**src/rtl/core/pls_pkg.sv**
```systemverilog
package pls_pkg;

    localparam int POS_W      = 32;
    localparam int VEC_W      = 16;
    localparam int CH_W       = 16;
    localparam int RGB_W      = 48;
    localparam int CFG_W      = 48;
    localparam int IDX_W      = 3;
    localparam int MAG_W      = 30;
    localparam int SQ_W       = 64;
    localparam int ROOT_W     = 32;
    localparam int SQRT_STEPS = 32;
    localparam int Q_W        = 15;
    localparam int FRAC_W     = 30;
    localparam int X_W        = 31;
    localparam int INT_EXP_W  = 10;
    localparam int FRAC_EXP_W = 6;
    localparam int ROOT_CNT   = 6;

    localparam logic [IDX_W-1:0] REG_LIGHT_X    = 3'd0;
    localparam logic [IDX_W-1:0] REG_LIGHT_Y    = 3'd1;
    localparam logic [IDX_W-1:0] REG_LIGHT_Z    = 3'd2;
    localparam logic [IDX_W-1:0] REG_LIGHT_RGB  = 3'd3;
    localparam logic [IDX_W-1:0] REG_AMBIENT    = 3'd4;
    localparam logic [IDX_W-1:0] REG_DIFFUSE    = 3'd5;
    localparam logic [IDX_W-1:0] REG_SPECULAR   = 3'd6;
    localparam logic [IDX_W-1:0] REG_SHININESS  = 3'd7;

    localparam logic [RGB_W-1:0] RST_LIGHT_RGB = 48'h1000_1000_1000;
    localparam logic [CH_W-1:0]  RST_AMBIENT   = 16'd410;
    localparam logic [CH_W-1:0]  RST_DIFFUSE   = 16'd3686;
    localparam logic [CH_W-1:0]  RST_SPECULAR  = 16'd3686;
    localparam logic [CH_W-1:0]  RST_SHININESS = 16'd12800;

    typedef struct packed {
        logic [SQ_W-1:0] v;
        logic [SQ_W-1:0] r;
    } t_sqrt_st;

    typedef struct packed {
        logic [2:0][VEC_W-1:0] eye;
        logic [2:0][VEC_W-1:0] norm;
        logic                  shadow;
        logic [RGB_W-1:0]      surf;
    } t_item;

    typedef struct packed {
        t_item      item;
        logic [2:0] neg;
        logic       zero;
    } t_dir;

    typedef struct packed {
        t_dir                  dir;
        logic [2:0][MAG_W-1:0] mag;
    } t_geo;

    typedef struct packed {
        logic             shadow;
        logic [RGB_W-1:0] surf;
        logic             lit;
        logic [31:0]      ldn;
        logic             spec_on;
    } t_shade;

    // One digit of the bit-pair square root recurrence.
    function automatic t_sqrt_st sqrt_step(t_sqrt_st s, logic [SQ_W-1:0] b);
        t_sqrt_st        o;
        logic [SQ_W-1:0] t;
        t = s.r + b;
        if (s.v >= t) begin
            o.v = s.v - t;
            o.r = (s.r >> 1) + b;
        end else begin
            o.v = s.v;
            o.r = s.r >> 1;
        end
        return o;
    endfunction

endpackage

```
**src/rtl/core/pls_sqrt_pipe.sv**
```systemverilog
module pls_sqrt_pipe
    import pls_pkg::*;
#(
    parameter int SIDE_W = 1
)
(
    input  logic              i_clk,
    input  logic              i_rst_n,
    input  logic              i_en,
    input  logic              i_valid,
    input  logic [SQ_W-1:0]   i_value,
    input  logic [SIDE_W-1:0] i_side,
    output logic              o_valid,
    output logic [ROOT_W-1:0] o_root,
    output logic [SIDE_W-1:0] o_side
);

    t_sqrt_st          r_st   [SQRT_STEPS];
    logic              r_vld  [SQRT_STEPS];
    logic [SIDE_W-1:0] r_side [SQRT_STEPS];

    for (genvar s = 0; s < SQRT_STEPS; s++) begin : g_step
        localparam logic [SQ_W-1:0] BIT = SQ_W'(1) << (2 * (SQRT_STEPS - 1 - s));
        t_sqrt_st          w_in;
        logic              w_vld;
        logic [SIDE_W-1:0] w_side;
        t_sqrt_st          n_st;

        if (s == 0) begin : g_head
            assign w_in.v = i_value;
            assign w_in.r = '0;
            assign w_vld  = i_valid;
            assign w_side = i_side;
        end else begin : g_body
            assign w_in   = r_st[s-1];
            assign w_vld  = r_vld[s-1];
            assign w_side = r_side[s-1];
        end

        assign n_st = sqrt_step(w_in, BIT);

        always_ff @(posedge i_clk) begin
            if (!i_rst_n) begin
                r_vld[s] <= 1'b0;
            end else if (i_en) begin
                r_vld[s] <= w_vld;
            end
        end

        always_ff @(posedge i_clk) begin
            if (i_en) begin
                r_st[s]   <= n_st;
                r_side[s] <= w_side;
            end
        end
    end

    assign o_valid = r_vld[SQRT_STEPS-1];
    assign o_root  = r_st[SQRT_STEPS-1].r[ROOT_W-1:0];
    assign o_side  = r_side[SQRT_STEPS-1];

endmodule

```
**config.mk**
```make
export PLATFORM = sky130hd
export DESIGN_NAME = pls_sqrt_pipe
export DESIGN_NICKNAME = d
export VERILOG_FILES = /design/src/rtl/core/pls_pkg.sv /design/src/rtl/core/pls_sqrt_pipe.sv
export SDC_FILE = /design/constraint.sdc
export NUM_CORES = 2
export LEC_CHECK = 0
export BUFFER_PORTS_ARGS = -buffer_cell sky130_fd_sc_hd__buf_2
export CAP_MARGIN = 10
export CORE_MARGIN = 2
export CORE_UTILIZATION = 64
export DETAILED_ROUTE_END_ITERATION = 6
export GPL_TIMING_DRIVEN = 0
export HOLD_SLACK_MARGIN = 0.05
export PLACE_DENSITY = 0.8
export SLEW_MARGIN = 15
export SYNTH_ARGS = -nofsm -noshare
export SYNTH_HDL_FRONTEND = slang
export SYNTH_MEMORY_MAX_BITS = 65536
export SYNTH_SLANG_ARGS = --single-unit
```
**constraint.sdc**
```tcl
create_clock -name i_clk -period 4 [get_ports i_clk]
set_clock_uncertainty 0.05 [all_clocks]
set_input_delay 0.2 -clock i_clk [delete_from_list [all_inputs] [get_ports i_clk]]
set_output_delay 0.2 -clock i_clk [all_outputs]
set_load 0.05 [all_outputs]
```
* Yosys cells after proc, flatten, opt, wreduce, memory -nomap -nowiden *
Memories as Yosys holds them, arrays and structs flattened.
Cells that the tools add are included.
Widths: inputs -> output; s select.

storage, ports and cells
  register bits after elaboration = 0
  RAM bits = 4160
  input port bits = 69
  output and inout port bits = 34
  word-level logic and storage cells = 230
  memories kept = 3

operators by class
  add/subtract/negate cells = 94
  $lt $le $gt $ge = 32
  mux-type cells = 69
  bitwise operators = 32

memories
  name    words  bits a word  rd ports  clocked after memory_dff  write ports  line                 source
  r_st    32     128          32        0                         32           pls_sqrt_pipe.sv:18  t_sqrt_st r_st [SQRT_STEPS];
  r_side  32     1            32        0                         32           pls_sqrt_pipe.sv:20  logic [SIDE_W-1:0] r_side [SQRT_STEPS];
  r_vld   32     1            32        0                         32           pls_sqrt_pipe.sv:19  logic r_vld [SQRT_STEPS];

operator list
  operator                count
  $mux 128                32
  $ge 64x64->1            31
  $sub 64x64->64          31
  $add 63x1->64 const B   1
  $add 63x11->64 const B  1
  $add 63x13->64 const B  1
  $add 63x15->64 const B  1
  $add 63x17->64 const B  1
  $add 63x19->64 const B  1
  $add 63x21->64 const B  1
  $add 63x23->64 const B  1
  $add 63x25->64 const B  1
  $add 63x27->64 const B  1
  $add 63x29->64 const B  1
  $add 63x3->64 const B   1
  $add 63x31->64 const B  1
  $add 63x33->64 const B  1
  $add 63x35->64 const B  1
  $add 63x37->64 const B  1
  $add 63x39->64 const B  1
  $add 63x41->64 const B  1
  $add 63x43->64 const B  1
  $add 63x45->64 const B  1
  $add 63x47->64 const B  1
  45 further kinds        112

* Logic depth before layout (Yosys ltp) *
  depth in word-level cells = 4
  gate-level depth with buffers = 15
  mapped depth without buffers = 12

* Worst setup path after synthesis *
Ideal clock, no wire load.

  kind = register -> register
  from = memory r_st[1][1380] (netlist bit)
  to = memory r_st[1][1522] (netlist bit) (data pin)
  setup time = 0.258 ns
  arrival = 3.183 ns
  data required time = 3.692 ns
  setup slack = 0.508 ns
  cell stages (with the launch flop) = 12
  buffers on the path = 2
  clock period less this slack = 3.492 ns
  cell sequence = edfxtp_1 -> ha_1 -> clkbuf_1 -> or4b_2 -> nor3_1 -> nand2_1 -> o21ai_0 -> nor2_1 -> a31oi_1 -> clkbuf_1 -> nand4_1 -> xnor2_1

RTL lines
  item             line
  start, declared  pls_sqrt_pipe.sv:18

==> impl_metrics.json <==
{
  "status": "complete, but fails checks",
  "violations": "DRC, setup timing",
  "worstMarginPinSlew_ns": 1.31,
  "worstPathCellList": "inv_1 > ha_1 > nor4b_2 > nand4_1 > nor4_4 > or4b_1 > a211o_1 > a31o_2 > or4b_1 > clkbuf_2 > nor4_2 > xor2_1",
  "antenna_found_initial": 24,
  "crit_start": "r_st[1][1479]$_DFFE_PP_",
  "report.final.slew_viol_count": 0,
  "clk_pin_slew_ns": 0.06,
  "pre_cts_slack_ns": -1.28,
  "grt_use_total": 0.313,
  "drt-total-wl_um": 312000,
  "setup_viol": 1,
  "initial_utilization": 0.645,
  "syn_inst": 9725,
  "via_per_inst": 6.38,
  "yosysSeqAreaShare": 0.630,
  "cts_tree": "built",
  "final-hold-violation-count": 0,
  "criticalPathCategory": "register to register",
  "area_delta_synth_final_pct": 12.5,
  "crit_family": "simple AND/OR/NAND/NOR gates",
  "seqCellArea_mm2": 0.0773,
  "post-route-min-period_ns": 4.01,
  "max_freq_mhz": 250,
  "multiInputGateArea_mm2": 0.0427,
  "critical-path-max-stage-delay_ns": 0.49,
  "startpoint_type": "register",
  "worstPathArrival_ns": 4.64,
  "overflow": 0,
  "hp-start": "i_rst_n",
  "gp_congestion": 0.943,
  "dp_hpwl_um": 213000,
  "grt_max_degree": 173,
  "first_pass_iters": 7,
  "ys_ff_latch": 2576,
  "synth_area_mm2": 0.123,
  "vias": 82800,
  "nFillCells": 12200,
  "ant_nets": 0,
  "io_buffers": 102,
  "ios": 103,
  "cts_buffers": 285,
  "cp_max_fo": 10,
  "drtIter0Drc": 9548,
  "async_flop_share": 0,
  "fin_crit_sh": 1.00,
  "clk_path_buf_depth": 4,
  "drive_above_1_share": 0.0819,
  "crit_slowest_cell": "nor4b_2",
  "die_area_mm2": 0.195,
  "root_buffer": "clkbuf_16",
  "powerDensity_mw_per_mm2": 574,
  "maxCapViolations": 0,
  "row_count": 160,
  "yosysTopAreaCell": "edfxtp_1",
  "synth_fp_nets": 10400,
  "critPathRequiredTime_ns": 4.64,
  "crit_buf_inv": 2,
  "ys_types": 94,
  "cts.sinks": 2576,
  "synth_area_leaders": "edfxtp_1 63%, ha_1 5.7%, xnor2_1 3.2%, xor2_1 3.1%, a21oi_1 2.7%",
  "wl_per_cell_um": 24.0,
  "yosysWarnings": 0,
  "grt_pass1_wl_um": 475000,
  "drc_errors": 4,
  "htree_levels": 5,
  "ir_worst_vdd_mv": 0.457,
  "p_leak_nw": 52.0,
  "coreArea_mm2": 0.190,
  "nets": 10900,
  "hp-class": "primary input to register",
  "die_h_um": 442,
  "slew_headroom": 0.115,
  "ys.flop_type": "edfxtp_1",
  "utilization": 0.725,
  "clk_latency_ns": 0.96,
  "layout_setup_ws_ns": -0.00516,
  "cp_common_cell": "or4b_1",
  "layout_common_cells": "2575 x edfxtp_1, 706 x inv_1, 663 x a21oi_1",
  "timing.hold.ws_ns": 0.213,
  "final_common_cell": "edfxtp_1",
  "synth_top_area_frac": 0.630,
  "reg2reg_from": "r_st[1][1479]$_DFFE_PP_",
  "end_kind": "register",
  "grt_pass1_vias": 81000,
  "synth_enable_flop_cells": 2575,
  "die_x_um": 442,
  "avgSynthCellArea_um2": 12.6
}
## final cells by class
type / count / share of cell area
clock inverter: 147 / 0.00931
sequential: 2576 / 0.560
buffer: 188 / 0.00588
antenna: 4 / 0.0000725
tap: 2511 / 0.0227
multi-input combinational: 6228 / 0.309
timing repair buffer: 281 / 0.0195
inverter: 713 / 0.0194
clock buffer: 337 / 0.0540
## power by group
| group | total, mW | leakage (nW) | internal, mW | switching [mW] |
|---|---|---|---|---|
| registers | 37.0 | 24.8 | 34.2 | 2.76 |
| logic | 17.0 | 22.9 | 6.83 | 10.2 |
| clock network | 25.3 | 4.26 | 14.6 | 10.7 |
| total | 79.3 | 52.0 | 55.7 | 23.6 |
## flip-flops by register name (all words and copies together), names as in the netlist
| register | cells |
|---|---|
| r_st | 2512 |
| r_vld | 32 |
| r_side | 32 |
## worst min-delay path: cells and delay by family
family	cells	cell delay, ns
buffers and inverters	2	0.68
and+or+nand+nor	1	0.17
## synthesized netlist by cell type, types with 36 or more instances
master	count
o31ai_1	36
o21ai_0	417
nor2_1	648
xnor2_1	450
nand2b_1	88
o21bai_1	63
and3_1	71
a31oi_1	47
a21oi_1	670
nor2b_1	69
inv_1	706
a21o_1	196
or3_1	120
nand3_1	166
a211oi_1	52
nand4_1	154
or4_1	85
clkbuf_1	188
nand2_1	557
o21a_1	87
ha_1	558
nor4b_1	50
nor4_1	353
edfxtp_1	2575
xor2_1	436
nor3_1	281
or2_2	37
mux2_2	74
## repair_timing
item | CTS | global route
setup buffers | 5 | 11
endpoints found under the hold margin | 253 | 0
pin swaps | 7 | 13
hold buffers | 139 | 0
cloned | 2 | 1
resized for setup | 95 | 120
endpoints found under the setup margin | 671 | 536
## final timing paths
check,endpoint,slack [ns],cells past startpoint
setup / recovery,r_st[1][1651]$_DFFE_PP_,-0.005,12
hold / removal,r_vld[2][1]$_DFFE_PP_,0.21,3
setup reg to reg,r_st[1][1651]$_DFFE_PP_,-0.005,12
hold reg to reg,r_st[1][208]$_DFFE_PP_,0.36,0
## per-stage QoR
step | instances | instance area [um^2] | power [mW] | TNS [ns]
after floorplan | 9725 | 123000 | 48.1 | 0
after global placement | 12300 | 126000 | 55.0 | -
after detailed placement | 12400 | 127000 | 53.4 | -581.05
after CTS | 13000 | 138000 | 78.7 | 0
after global routing | 13000 | 138000 | 82.5 | -0.454
final | 13000 | 138000 | 79.3 | -0.00516
## layer usage
| metal | vias up | GRT usage | wire length [um] | share of wire |
|---|---|---|---|---|
| li1 | 37700 | - | - | - |
| met1 | 40300 | 0.419 | 124000 | 0.40 |
| met2 | 4031 | 0.518 | 151000 | 0.48 |
| met3 | 831 | 0.0536 | 25100 | 0.081 |
| met4 | 12 | 0.117 | 11900 | 0.038 |
| met5 | - | 0 | 81 | 0.00026 |
## kinds of logic after synthesis
family / synth area share
fa+ha+maj: 0.0569
compound gates: 0.0921
flops: 0.630
buf+inv: 0.0284
xor+xnor: 0.0632
mux: 0.00870
simple gates: 0.121
Note: power is estimated with default switching activity, not from simulation.
